File: src/rtl/core/pfe_pkg.sv
// Package for the postfix expression evaluator: payload structs, character codes,
// microcode step and control word types, and the microcode ROM.
// No dependencies; every other file of the block uses it by scoped names.
package pfe_pkg;

   localparam int unsigned STACK_DEPTH_DEF = 32;
   localparam int unsigned WORD_W          = 32;
   localparam int unsigned DEPTH_OUT_W     = 6;

   // Characters that select an operation; anything else is a literal.
   localparam logic [7:0] OP_ADD = 8'h2B;   // '+'
   localparam logic [7:0] OP_SUB = 8'h2D;   // '-'
   localparam logic [7:0] OP_MUL = 8'h2A;   // '*'
   localparam logic [7:0] OP_DIV = 8'h2F;   // '/'

   localparam logic [WORD_W-1:0] LIT_BIAS  = WORD_W'(48);
   localparam logic [WORD_W-1:0] EMPTY_VAL = '1;   // value of a pop from an empty stack

   localparam int unsigned        DIV_STEPS = WORD_W;
   localparam int unsigned        DIV_CNT_W = $clog2(DIV_STEPS);
   localparam logic [DIV_CNT_W-1:0] DIV_LAST = DIV_CNT_W'(DIV_STEPS - 1);

   typedef struct packed {
      logic [7:0] symbol;
      logic       end_of_expr;
   } req_type;

   typedef struct packed {
      logic signed [WORD_W-1:0]      answer;
      logic                          underflow_seen;
      logic                          overflow_seen;
      logic                          zero_divisor_seen;
      logic [DEPTH_OUT_W-1:0]        depth_left;
   } rsp_type;

   // Microcode steps, in program order.
   typedef enum logic [3:0] {
      S_IDLE     = 4'd0,
      S_DECODE   = 4'd1,
      S_POPA_RD  = 4'd2,
      S_POPA_LD  = 4'd3,
      S_POPB_RD  = 4'd4,
      S_POPB_LD  = 4'd5,
      S_EXEC     = 4'd6,
      S_DIV      = 4'd7,
      S_DIV_FIX  = 4'd8,
      S_PUSH     = 4'd9,
      S_FIN_RD   = 4'd10,
      S_FIN_EMIT = 4'd11
   } step_type;

   // Jump conditions: when the condition holds, go to target, else fall through.
   typedef enum logic [2:0] {
      C_NEXT,
      C_GOTO,
      C_LITERAL,
      C_NOT_DIV,
      C_DIV_BUSY,
      C_NOT_LAST
   } cond_type;

   typedef struct packed {
      logic     take;       // accept an input transaction, hold until one arrives
      logic     ld_lit;     // result <= symbol - 48
      logic     pop;        // pop issue: read top, update count
      logic     ld_a;
      logic     ld_b;
      logic     exec;       // add, subtract, multiply, or divider setup
      logic     div_step;
      logic     div_fix;
      logic     push;
      logic     emit;       // load the response register, hold while it is full and not drained
      cond_type cond;
      step_type target;
   } ucode_type;

   function automatic ucode_type pfe_ucode(step_type step);
      ucode_type w;
      w = '{default: '0, cond: C_NEXT, target: S_IDLE};
      case (step)
         S_IDLE:     w.take = 1'b1;
         S_DECODE: begin
            w.ld_lit = 1'b1;
            w.cond   = C_LITERAL;
            w.target = S_PUSH;
         end
         S_POPA_RD:  w.pop  = 1'b1;
         S_POPA_LD:  w.ld_a = 1'b1;
         S_POPB_RD:  w.pop  = 1'b1;
         S_POPB_LD:  w.ld_b = 1'b1;
         S_EXEC: begin
            w.exec   = 1'b1;
            w.cond   = C_NOT_DIV;
            w.target = S_PUSH;
         end
         S_DIV: begin
            w.div_step = 1'b1;
            w.cond     = C_DIV_BUSY;
            w.target   = S_DIV;
         end
         S_DIV_FIX:  w.div_fix = 1'b1;
         S_PUSH: begin
            w.push   = 1'b1;
            w.cond   = C_NOT_LAST;
            w.target = S_IDLE;
         end
         S_FIN_RD:   w.pop = 1'b1;
         S_FIN_EMIT: begin
            w.emit   = 1'b1;
            w.cond   = C_GOTO;
            w.target = S_IDLE;
         end
         default: begin
            w.cond   = C_GOTO;
            w.target = S_IDLE;
         end
      endcase
      return w;
   endfunction

endpackage

File: src/rtl/core/pfe_if.sv
// Valid/ready channel interfaces for the postfix expression evaluator.
// Depends on pfe_pkg for the request and response payload structs.
interface pfe_req_if;
   logic             valid;
   logic             ready;
   pfe_pkg::req_type payload;

   modport source  (output valid, output payload, input ready);
   modport sink    (input valid, input payload, output ready);
   modport monitor (input valid, input payload, input ready);
endinterface

interface pfe_rsp_if;
   logic             valid;
   logic             ready;
   pfe_pkg::rsp_type payload;

   modport source  (output valid, output payload, input ready);
   modport sink    (input valid, input payload, output ready);
   modport monitor (input valid, input payload, input ready);
endinterface

File: src/rtl/core/postfix_expression_evaluator.sv
// Postfix evaluator, one character per transaction. Steps after accept: literal: decode, push;
// '+' '-' '*': decode, pop and load each operand, execute, push; '/' adds one division step
// per quotient bit and a sign fix before the push (a zero divisor goes straight to the push);
// a final character adds a pop and an emit that holds while the response register is full.
// Synchronous active-high reset empties the stack, clears the error flags and the response
// valid flag and returns the sequencer to idle; stack words are not cleared. Depends on pfe_pkg and pfe_if.
module postfix_expression_evaluator #(
   parameter int unsigned STACK_DEPTH = pfe_pkg::STACK_DEPTH_DEF
) (
   input  logic       clock,
   input  logic       reset,
   pfe_req_if.sink    req_if,
   pfe_rsp_if.source  rsp_if
);

   localparam int unsigned AW = (STACK_DEPTH > 1) ? $clog2(STACK_DEPTH) : 1;
   localparam int unsigned CW = $clog2(STACK_DEPTH + 1);
   localparam int unsigned W  = pfe_pkg::WORD_W;
   localparam logic [CW-1:0] FULL_COUNT = CW'(STACK_DEPTH);

   // Sequencer
   pfe_pkg::step_type  pc_ff, pc_in;
   pfe_pkg::ucode_type cw;
   logic               stall;
   logic               fire;
   logic               cond_hit;

   // Datapath
   logic [7:0]         sym_ff;
   logic               last_ff;
   logic [W-1:0]       a_ff, b_ff, r_ff;
   logic [W-1:0]       rem_ff, quo_ff, den_ff;
   logic               neg_ff;
   logic [pfe_pkg::DIV_CNT_W-1:0] div_cnt_ff;
   logic [W:0]         rem_sh, diff;
   logic               is_oper;
   logic               div_zero;
   logic [W-1:0]       pop_val;

   // Stack
   logic [W-1:0]       stack_mem [STACK_DEPTH];
   logic [W-1:0]       mem_q_ff;
   logic               pop_empty_ff;
   logic [CW-1:0]      count_ff;
   logic               empty, full;
   logic [CW-1:0]      count_dec;
   logic [AW-1:0]      rd_addr, wr_addr;

   // Sticky error flags
   logic               under_ff, over_ff, zdiv_ff;

   // Response register
   logic               rsp_valid_ff;
   pfe_pkg::rsp_type   rsp_pl_ff;

   assign is_oper  = (sym_ff == pfe_pkg::OP_ADD) || (sym_ff == pfe_pkg::OP_SUB) ||
                     (sym_ff == pfe_pkg::OP_MUL) || (sym_ff == pfe_pkg::OP_DIV);
   assign div_zero = (a_ff == '0);
   assign empty    = (count_ff == '0);
   assign full     = (count_ff == FULL_COUNT);
   assign count_dec = count_ff - CW'(1);
   assign rd_addr  = count_dec[AW-1:0];
   assign wr_addr  = count_ff[AW-1:0];
   assign pop_val  = pop_empty_ff ? pfe_pkg::EMPTY_VAL : mem_q_ff;

   // One restoring-division step: shift in the next dividend bit, trial subtract.
   assign rem_sh = {rem_ff, quo_ff[W-1]};
   assign diff   = rem_sh - {1'b0, den_ff};

   // Fetch the control word, decide stall and next step.
   always_comb begin
      cw    = pfe_pkg::pfe_ucode(pc_ff);
      // Hold in idle until a transaction arrives; hold the emit step while the
      // response register is occupied and not being drained.
      stall = (cw.take && !req_if.valid) || (cw.emit && rsp_valid_ff && !rsp_if.ready);
      fire  = !stall;
      case (cw.cond)
         pfe_pkg::C_NEXT:     cond_hit = 1'b0;
         pfe_pkg::C_GOTO:     cond_hit = 1'b1;
         pfe_pkg::C_LITERAL:  cond_hit = !is_oper;
         pfe_pkg::C_NOT_DIV:  cond_hit = (sym_ff != pfe_pkg::OP_DIV) || div_zero;
         pfe_pkg::C_DIV_BUSY: cond_hit = (div_cnt_ff != '0);
         pfe_pkg::C_NOT_LAST: cond_hit = !last_ff;
         default:             cond_hit = 1'b1;
      endcase
      if (stall) begin
         pc_in = pc_ff;
      end else if (cond_hit) begin
         pc_in = cw.target;
      end else begin
         pc_in = pfe_pkg::step_type'(pc_ff + 4'd1);
      end
   end

   always_ff @(posedge clock) begin
      if (reset) begin
         pc_ff <= pfe_pkg::S_IDLE;
      end else begin
         pc_ff <= pc_in;
      end
   end

   assign req_if.ready = cw.take;

   // Stack count and sticky flags.
   always_ff @(posedge clock) begin
      if (reset) begin
         count_ff <= '0;
         under_ff <= 1'b0;
         over_ff  <= 1'b0;
         zdiv_ff  <= 1'b0;
      end else if (fire) begin
         if (cw.pop) begin
            if (empty) begin
               under_ff <= 1'b1;
            end else begin
               count_ff <= count_dec;
            end
         end
         if (cw.push) begin
            if (full) begin
               over_ff <= 1'b1;
            end else begin
               count_ff <= count_ff + CW'(1);
            end
         end
         if (cw.exec && (sym_ff == pfe_pkg::OP_DIV) && div_zero) begin
            zdiv_ff <= 1'b1;
         end
         // Flags are per expression: drop them once reported.
         if (cw.emit) begin
            under_ff <= 1'b0;
            over_ff  <= 1'b0;
            zdiv_ff  <= 1'b0;
         end
      end
   end

   // Stack memory: one write port, one registered read port.
   always_ff @(posedge clock) begin
      if (fire && cw.pop) begin
         pop_empty_ff <= empty;
         if (!empty) begin
            mem_q_ff <= stack_mem[rd_addr];
         end
      end
      if (fire && cw.push && !full) begin
         stack_mem[wr_addr] <= r_ff;
      end
   end

   // Operand, ALU and divider registers.
   always_ff @(posedge clock) begin
      if (fire && cw.take) begin
         sym_ff  <= req_if.payload.symbol;
         last_ff <= req_if.payload.end_of_expr;
      end
      if (fire && cw.ld_lit) begin
         r_ff <= W'(sym_ff) - pfe_pkg::LIT_BIAS;
      end
      if (fire && cw.ld_a) begin
         a_ff <= pop_val;
      end
      if (fire && cw.ld_b) begin
         b_ff <= pop_val;
      end
      if (fire && cw.exec) begin
         case (sym_ff)
            pfe_pkg::OP_ADD: r_ff <= b_ff + a_ff;
            pfe_pkg::OP_SUB: r_ff <= b_ff - a_ff;
            pfe_pkg::OP_MUL: r_ff <= b_ff * a_ff;
            pfe_pkg::OP_DIV: begin
               // Zero divisor pushes 0; otherwise divide magnitudes, fix sign later.
               r_ff       <= '0;
               rem_ff     <= '0;
               quo_ff     <= b_ff[W-1] ? (W'(0) - b_ff) : b_ff;
               den_ff     <= a_ff[W-1] ? (W'(0) - a_ff) : a_ff;
               neg_ff     <= b_ff[W-1] ^ a_ff[W-1];
               div_cnt_ff <= pfe_pkg::DIV_LAST;
            end
            default: r_ff <= r_ff;
         endcase
      end
      if (fire && cw.div_step) begin
         rem_ff     <= diff[W] ? rem_sh[W-1:0] : diff[W-1:0];
         quo_ff     <= {quo_ff[W-2:0], ~diff[W]};
         div_cnt_ff <= div_cnt_ff - pfe_pkg::DIV_CNT_W'(1);
      end
      if (fire && cw.div_fix) begin
         r_ff <= neg_ff ? (W'(0) - quo_ff) : quo_ff;
      end
   end

   // Response register: parts the sequencer from the consumer.
   always_ff @(posedge clock) begin
      if (reset) begin
         rsp_valid_ff <= 1'b0;
      end else if (fire && cw.emit) begin
         rsp_valid_ff <= 1'b1;
      end else if (rsp_if.ready) begin
         rsp_valid_ff <= 1'b0;
      end
   end

   always_ff @(posedge clock) begin
      if (fire && cw.emit) begin
         rsp_pl_ff.answer            <= pop_val;
         rsp_pl_ff.underflow_seen    <= under_ff;
         rsp_pl_ff.overflow_seen     <= over_ff;
         rsp_pl_ff.zero_divisor_seen <= zdiv_ff;
         rsp_pl_ff.depth_left        <= pfe_pkg::DEPTH_OUT_W'(count_ff);
      end
   end

   assign rsp_if.valid   = rsp_valid_ff;
   assign rsp_if.payload = rsp_pl_ff;

endmodule

File: src/flat_wrapper.sv
// flat-port wrapper written by rule: the top's interface ports become plain ports
module postfix_expression_evaluator_flat 
#(
   parameter int unsigned STACK_DEPTH = pfe_pkg::STACK_DEPTH_DEF
)
  (clock, reset, req_if_valid, req_if_payload, req_if_ready, rsp_if_valid, rsp_if_payload, rsp_if_ready);
  pfe_req_if req_if_i ();
  pfe_rsp_if rsp_if_i ();
  input  logic clock;
  input  logic reset;
  input wire logic [$bits(req_if_i.valid)-1:0] req_if_valid;
  input wire logic [$bits(req_if_i.payload)-1:0] req_if_payload;
  output wire logic [$bits(req_if_i.ready)-1:0] req_if_ready;
  output wire logic [$bits(rsp_if_i.valid)-1:0] rsp_if_valid;
  output wire logic [$bits(rsp_if_i.payload)-1:0] rsp_if_payload;
  input wire logic [$bits(rsp_if_i.ready)-1:0] rsp_if_ready;
  assign req_if_i.valid = req_if_valid;
  assign req_if_i.payload = req_if_payload;
  assign req_if_ready = req_if_i.ready;
  assign rsp_if_valid = rsp_if_i.valid;
  assign rsp_if_payload = rsp_if_i.payload;
  assign rsp_if_i.ready = rsp_if_ready;
  postfix_expression_evaluator #(.STACK_DEPTH(STACK_DEPTH)) u_core (.clock(clock), .reset(reset), .req_if(req_if_i), .rsp_if(rsp_if_i));
endmodule
File: config.mk
export PLATFORM = sky130hd
export DESIGN_NAME = postfix_expression_evaluator_flat
export DESIGN_NICKNAME = d
export VERILOG_FILES = /design/src/rtl/core/pfe_pkg.sv /design/src/rtl/core/pfe_if.sv /design/src/rtl/core/postfix_expression_evaluator.sv /design/src/flat_wrapper.sv
export SDC_FILE = /design/constraint.sdc
export NUM_CORES = 2
export LEC_CHECK = 0
export ABC_CLOCK_PERIOD_IN_PS = 20600
export BUFFER_PORTS_ARGS = -buffer_cell sky130_fd_sc_hd__buf_2
export CORE_ASPECT_RATIO = 1.5
export CORE_UTILIZATION = 35
export CTS_CLUSTER_DIAMETER = 200
export CTS_CLUSTER_SIZE = 28
export DETAILED_ROUTE_END_ITERATION = 8
export PLACE_DENSITY = 0.59
export SLEW_MARGIN = 20
export SYNTH_ARGS = -nofsm -noshare
export SYNTH_HDL_FRONTEND = slang
export SYNTH_SLANG_ARGS = --single-unit
export TNS_END_PERCENT = 5
File: constraint.sdc
create_clock -name clock -period 20.6 [get_ports clock]
set_clock_uncertainty 0.1 [all_clocks]
set_input_delay 5.15 -clock clock [delete_from_list [all_inputs] [get_ports clock]]
set_output_delay 5.15 -clock clock [all_outputs]
set_load 0.01 [all_outputs]
After elaboration in Yosys (flattened, before gate mapping) --
Memories as Yosys holds them, arrays and structs flattened. A register that Yosys moved wholly into a read port is not among the register bits. Index checks and enable logic that the tools add are counted.
Cells by class: multiply operators 1, muxes and demuxes 47, reduce and logical (&&, ||, !) cells 50, bitwise operators 4, equal/unequal tests 22, add/subtract/negate cells 11
Operator list (count):
- $mux 32 | 13
- $pmux 32 s4 | 1
- $sub 1x32->32 const A | 3
- $pmux 7 s5 | 1
- $sub 33x32->33 | 1
- $add 32x32->32 | 1
- $eq 8x6->1 const B | 4
- $logic_not 32->1 | 1
- $mul 32x32->32 | 1
- $sub 32x32->32 | 1
- $mux 31 | 1
- $mux 6 | 4
- $mux 1 | 22
- $eq 4x3->1 const B | 4
- $eq 4x4->1 const B | 4
- $logic_and 1x1->1 | 16
- $reduce_bool 2->1 | 8
- $mux 5 | 3
- $reduce_and 2->1 | 5
- $sub 8x6->9 const B | 1
- $eq 4x2->1 const B | 2
- $ne 8x6->1 const B | 1
- $reduce_or 7->1 | 1
- $add 6x1->6 const B | 1
- 21 further kinds | 35
Word-level totals: memories kept 1, register bits after elaboration 263, output and inout port bits 43, RAM bits 1024
Memory list:
- u_core.stack_mem | depth 32, bits a word 32, read ports 1, clocked after Yosys merged registers in 1, wr ports 1, RTL line postfix_expression_evaluator.sv:41 | logic [W-1:0] stack_mem [STACK_DEPTH];

Depth between registers and ports, before layout --
depth in word-level cells 10, gate-level depth with buffers 27

Worst setup path before layout --
Ideal clock, no wire load.
path type input to register, start point input rsp_if_ready, end point memory u_core.stack_mem[0][0] in the netlist's numbering (enable), data required time 19.999 ns, setup slack 11.256 ns, stages 5, arrival 8.743 ns, library setup time 0.501 ns, cell sequence nor2b_1 > nand3_1 > o21ai_0 > clkbuf_1 > nor4_1
On the way: word-level cells in the longest chain between the ends 8
Ends and longest elaborated chain:
- start, declared | RTL line flat_wrapper.sv:16 | input wire logic [$bits(rsp_if_i.ready)-1:0] rsp_if_ready;
- $logic_not 1->1 | RTL line postfix_expression_evaluator.sv:75 | stall = (cw.take && !req_if.valid) || (cw.emit && rsp_valid_ff && !rsp_if.ready);
- $logic_and 1x1->1 | RTL line postfix_expression_evaluator.sv:75
- $logic_or 1x1->1 | RTL line postfix_expression_evaluator.sv:75
- $logic_not 1->1 | RTL line postfix_expression_evaluator.sv:76 | fire = !stall;
- $logic_and 1x1->1 (2 in a row) | RTL line postfix_expression_evaluator.sv:147 | if (fire && cw.push && !full) begin
- $mux 1 | RTL line postfix_expression_evaluator.sv:147
- $mux 1 (implied by the code) | RTL line postfix_expression_evaluator.sv:148 | stack_mem[wr_addr] <= r_ff;
- end, declared | RTL line postfix_expression_evaluator.sv:41
No other way between the ends.

Worst setup path after layout --
start point register u_core.b_ff[6], end point register u_core.r_ff[27], data pin
On the way: word-level cells in the longest chain between the ends 4
Ends and longest elaborated chain:
- start, declared | RTL line postfix_expression_evaluator.sv:31 | logic [W-1:0] a_ff, b_ff, r_ff;
- start signal, assigned | RTL line postfix_expression_evaluator.sv:165 | b_ff <= pop_val;
- $mul 32x32->32, or another cell as far along | RTL line postfix_expression_evaluator.sv:171 | pfe_pkg::OP_MUL: r_ff <= b_ff * a_ff;
- $pmux 32 s4 * | RTL line postfix_expression_evaluator.sv:168 | case (sym_ff)
- $mux 32 * | RTL line postfix_expression_evaluator.sv:167 | if (fire && cw.exec) begin
- $mux 32 * | RTL line postfix_expression_evaluator.sv:189 | if (fire && cw.div_fix) begin
- end signal, assigned | RTL line postfix_expression_evaluator.sv:169 | pfe_pkg::OP_ADD: r_ff <= b_ff + a_ff;
- end signal, assigned | RTL line postfix_expression_evaluator.sv:171
- end signal, assigned | RTL line postfix_expression_evaluator.sv:190 | r_ff <= neg_ff ? (W'(0) - quo_ff) : quo_ff;
- end, declared | RTL line postfix_expression_evaluator.sv:31
Every way passes the cells marked *; elsewhere a longest branch is shown, timed or not. A chain may end at the register's enable or synchronous reset.

==> summary.md <==
| Metric | Value |
|---|---|
| Register-to-Register Path Depth | 27 |
| Worst hold path depth | 1 |
| Clock buffers created by TritonCTS | 53 |
| Slowest stage delay, CP | 890 ps |
| Netlist Area Pre-Place | 0.07136 mm2 |
| Unrepaired setup endpoints after global routing | no |
| Slew of the pin with the lowest slew margin | 1190 ps |
| Number of remaining DRC errors | 0 |
| Crit share post-route | 39.59% |
| Total wire length after detailed routing | approximately 200 mm |
| Result of the run | finished clean |
| Final #Nets | 5,455 |
| Highest attainable clock frequency | between 100 and 150 MHz |
| Time the worst path needs with I/O delays and setup | 8155 ps |
| Slew Viols, Final | 0 |
| Relative slew margins | approximately a fifth |
| Clock latency at the later pin of the worst-skew pair | 780 ps |
| Slowest cell on crit path | a2111oi_0 |
| Number of storage elements in the synthesis netlist | between 1,000 and 1,500 |
| Area overhead of the layout relative to synthesis | 8.249% |
| Worst Path Max Fanout | 19 |
| Sort of element at the start of the critical path | register |
| Number of distinct library cells after synthesis | 72 |
| YS warnings | 0 |
| Die height | roughly 560 um |
| Worst hold slack after final layout | 443.5 ps |
| Count of pins on the block boundary | 56 |
| Count of filler cells inserted in the layout | 18,790 |
| Site Rows | approximately 200 |
| Root buffer selected by CTS | clkbuf_16 |
| Sequential standard cell area | 0.03947 mm2 |
| Top library cells by usage in the layout, fill and taps aside | 1,305 x edfxtp_1, 446 x inv_1, 410 x fa_1 |
| Reg2reg setup slack | 12,440 ps |
| Input/output buffers | 55 |
| Cell type with the highest occurrence count on the critical path | fa_1 |
| Violation count after the first detailed-routing iteration | 3,913 |
| Post-synthesis cell count | 4,836 |
| Setup violators final | 0 |
| Maximum number of pins on one net before global-route repair | 150 |
| Share of post-route cells with drive strength above 1 | 14.83% |
| Total number of vias | slightly above 40,000 |
| Hold crit path type | register to register |
| Area used by multi-input combinational logic | ~0.03 mm2 |
| Number of enable-type register cells in the synthesized netlist | around 1,300 |
| Mean instance size in the synthesized netlist | 14.76 um2 |
| Crit. End Element | register |
| Launch instance of the worst min-delay path | u_core.mem_q_ff[28]$_DFFE_PP_ |
| RD Place Congestion | 0.8802 |
| Data arrival time of the critical path | ~8600 ps |
| Number of hold buffers added after CTS | 0 |
| HPWL after detailed placement | roughly 140 mm |
| Worst reg2reg path endpoint | u_core.r_ff[27]$_DFFE_PP_ |
| Sequential-to-total area share from yosys stat | 55.31% |
| Via count of the first global-routing pass | 42,120 |
| Worst Path Class, Setup | register to register |
| Synth Net Count | ~5,500 |
| Initial antenna violation count | 18 |
| First-pass GRT wire length | 292.5 mm |
| # Post-CTS Setup Buffers | 0 |
| Proportion of register bits with asynchronous set or reset after synthesis | 0% |
| Wirelength per Cell | 26.80 um |
| Number of resized instances in the post-cts repair step | 0 |
| Number of H-tree levels | 2 |
| Worst setup path startpoint | u_core.b_ff[6]$_DFFE_PP_ |
| Buffers from clock root to sink, at most | 3 |
| Dominant synthesized flop cell | edfxtp_1 |
| End of the worst hold path | u_core.a_ff[28]$_DFFE_PP_ |
| GRT overflow | 0 |
| Pre-antenna DRT Iters | 5 |
| Global-route total usage across every layer | 19.65% |
| Starting Density | 35.29% |
| Worst endpoint required time | about 21,000 ps |
| Setup TNS | 0 ps |
| Final-report hold violation count | 0 |
| Most frequent standard cell in the layout excluding fill and tap cells | edfxtp_1 |
| Full die area | between 0.2 and 0.25 mm2 |
| R2R Path Start | u_core.b_ff[6]$_DFFE_PP_ |
| Number of buffers and inverters on the critical path | 7 |
| Clock-pin slew on the worst setup and hold paths | 140 ps |
| Width of the chip | 370.7 um |
| Clock tree from TritonCTS | done |
| Core Box Area | around 0.20 mm2 |
| Max-cap viol count | 0 |
| Clock tree sinks | 1,319 |
| Per-cell via count in the routed design | 5.391 |
| Family of cells with the greatest summed delay on the critical path | adder cells |
| Antenna viol nets, final | 0 |
[registers in the layout (all words and copies together) (netlist names)]
| signal | cells |
|---|---|
| u_core.count_ff | 6 |
| u_core.stack_mem | 1024 |
| u_core.over_ff | 1 |
| u_core.b_ff | 32 |
| u_core.den_ff | 32 |
| u_core.quo_ff | 32 |
| u_core.rem_ff | 32 |
| u_core.zdiv_ff | 1 |
| u_core.neg_ff | 1 |
| u_core.div_cnt_ff | 5 |
| u_core.pc_ff | 4 |
| u_core.sym_ff | 8 |
| u_core.mem_q_ff | 32 |
| u_core.r_ff | 32 |
| u_core.last_ff | 1 |
| u_core.a_ff | 32 |
| u_core.under_ff | 1 |
| u_core.rsp_if.payload | 41 |
| u_core.pop_empty_ff | 1 |
| u_core.rsp_if.valid | 1 |
[worst register-to-register path, stage by stage, from the launching register on]
cell	delay (ps)
edfxtp_1	350
buf_4	260
buf_4	370
and2_1	230
fa_1	420
inv_1	80
fa_1	430
fa_1	510
inv_1	60
fa_1	530
ha_1	230
ha_1	270
inv_1	50
fa_1	480
inv_1	50
fa_1	450
ha_1	340
o21a_1	150
o21ai_0	90
a2111oi_0	890
buf_4	250
nor4b_1	90
o31a_1	370
o21ai_0	320
a21oi_1	150
mux2i_1	150
a22oi_1	220
nand2_1	80
[layer usage]
metal	GRT usage (%)	up-vias	wire length [um]
met3	1.882	335	10780
met5	0	-	13
li1	-	17320	-
met4	7.668	2	9067
met1	23.80	21440	75010
met2	35.66	1376	106300
[layout make-up]
class                           count  share of cell area [%]
Clock buffer                       67                   1.785
Multi-Input combinational cell   2810                   38.33
Sequential cell                  1319                   51.10
Tap cell                         2652                   4.295
Timing Repair Buffer              200                   2.180
Inverter                          446                   2.167
Antenna cell                        6                 0.01944
Clock inverter                      7                  0.1312
[cell usage after synthesis (11+ instances only)]
| cell type | instances | area share, % |
|---|---|---|
| a221oi_1 | 12 | 0.15 |
| edfxtp_1 | 1305 | 55 |
| or2_2 | 46 | 0.40 |
| a31oi_1 | 13 | 0.11 |
| buf_1 | 29 | 0.15 |
| nor2b_1 | 16 | 0.14 |
| mux2_2 | 32 | 0.50 |
| clkbuf_1 | 232 | 1.2 |
| o21ai_0 | 136 | 0.95 |
| nor3_1 | 32 | 0.22 |
| and2_1 | 314 | 2.8 |
| o21a_1 | 28 | 0.29 |
| or3_1 | 38 | 0.33 |
| mux2i_1 | 11 | 0.15 |
| a22oi_1 | 11 | 0.12 |
| nand2b_1 | 21 | 0.18 |
| xor2_1 | 107 | 1.3 |
| dfxtp_1 | 14 | 0.39 |
| o221ai_1 | 12 | 0.15 |
| inv_1 | 446 | 2.3 |
| nand3_1 | 47 | 0.33 |
| or4_1 | 11 | 0.12 |
| mux4_2 | 320 | 10 |
| xnor2_1 | 152 | 1.9 |
| a211oi_1 | 17 | 0.18 |
| nor2_1 | 140 | 0.74 |
| fa_1 | 410 | 12 |
| a21o_1 | 20 | 0.21 |
| ha_1 | 202 | 3.5 |
| o31ai_1 | 25 | 0.26 |
| a21oi_1 | 104 | 0.73 |
| nand2_1 | 399 | 2.1 |
| nor4_1 | 11 | 0.096 |
[stage by stage]
stage	setup slack, ps	area, um2	cells	utilization (%)
after floorplan	11260	71360	4836	-
final	12440	77250	7507	38.21
after detailed placement	12000	75590	7421	37.38
after CTS	12390	77070	7495	38.12
after global placement	11930	75330	7410	37.26
after global routing	12260	77240	7503	38.20
[how the worst max path moves through the flow]
stage | end | slack [ps] | depth (start not counted)
after floorplan | u_core.stack_mem[0][0]$_DFFE_PP_ | 11260 | 5
after global placement | u_core.stack_mem[15][26]$_DFFE_PP_ | 11930 | 8
after detailed placement | u_core.stack_mem[11][16]$_DFFE_PP_ | 12000 | 8
after CTS | u_core.r_ff[27]$_DFFE_PP_ | 12390 | 27
after global routing | u_core.r_ff[30]$_DFFE_PP_ | 12260 | 26
final | u_core.r_ff[27]$_DFFE_PP_ | 12440 | 27
[cells by family after synthesis]
family | share of synthesized area [%]
adders and majority gates | 15.04
DFF | 55.31
AOI/OAI and AO/OA | 4.178
muxes | 10.76
and+or+nand+nor | 7.818
xor gates and xnor gates | 3.179
buffers and inverters | 3.719
Power is left out: the tool's default activity adds up to more than one toggle a clock period on the data nets, which glitch-free logic cannot reach.
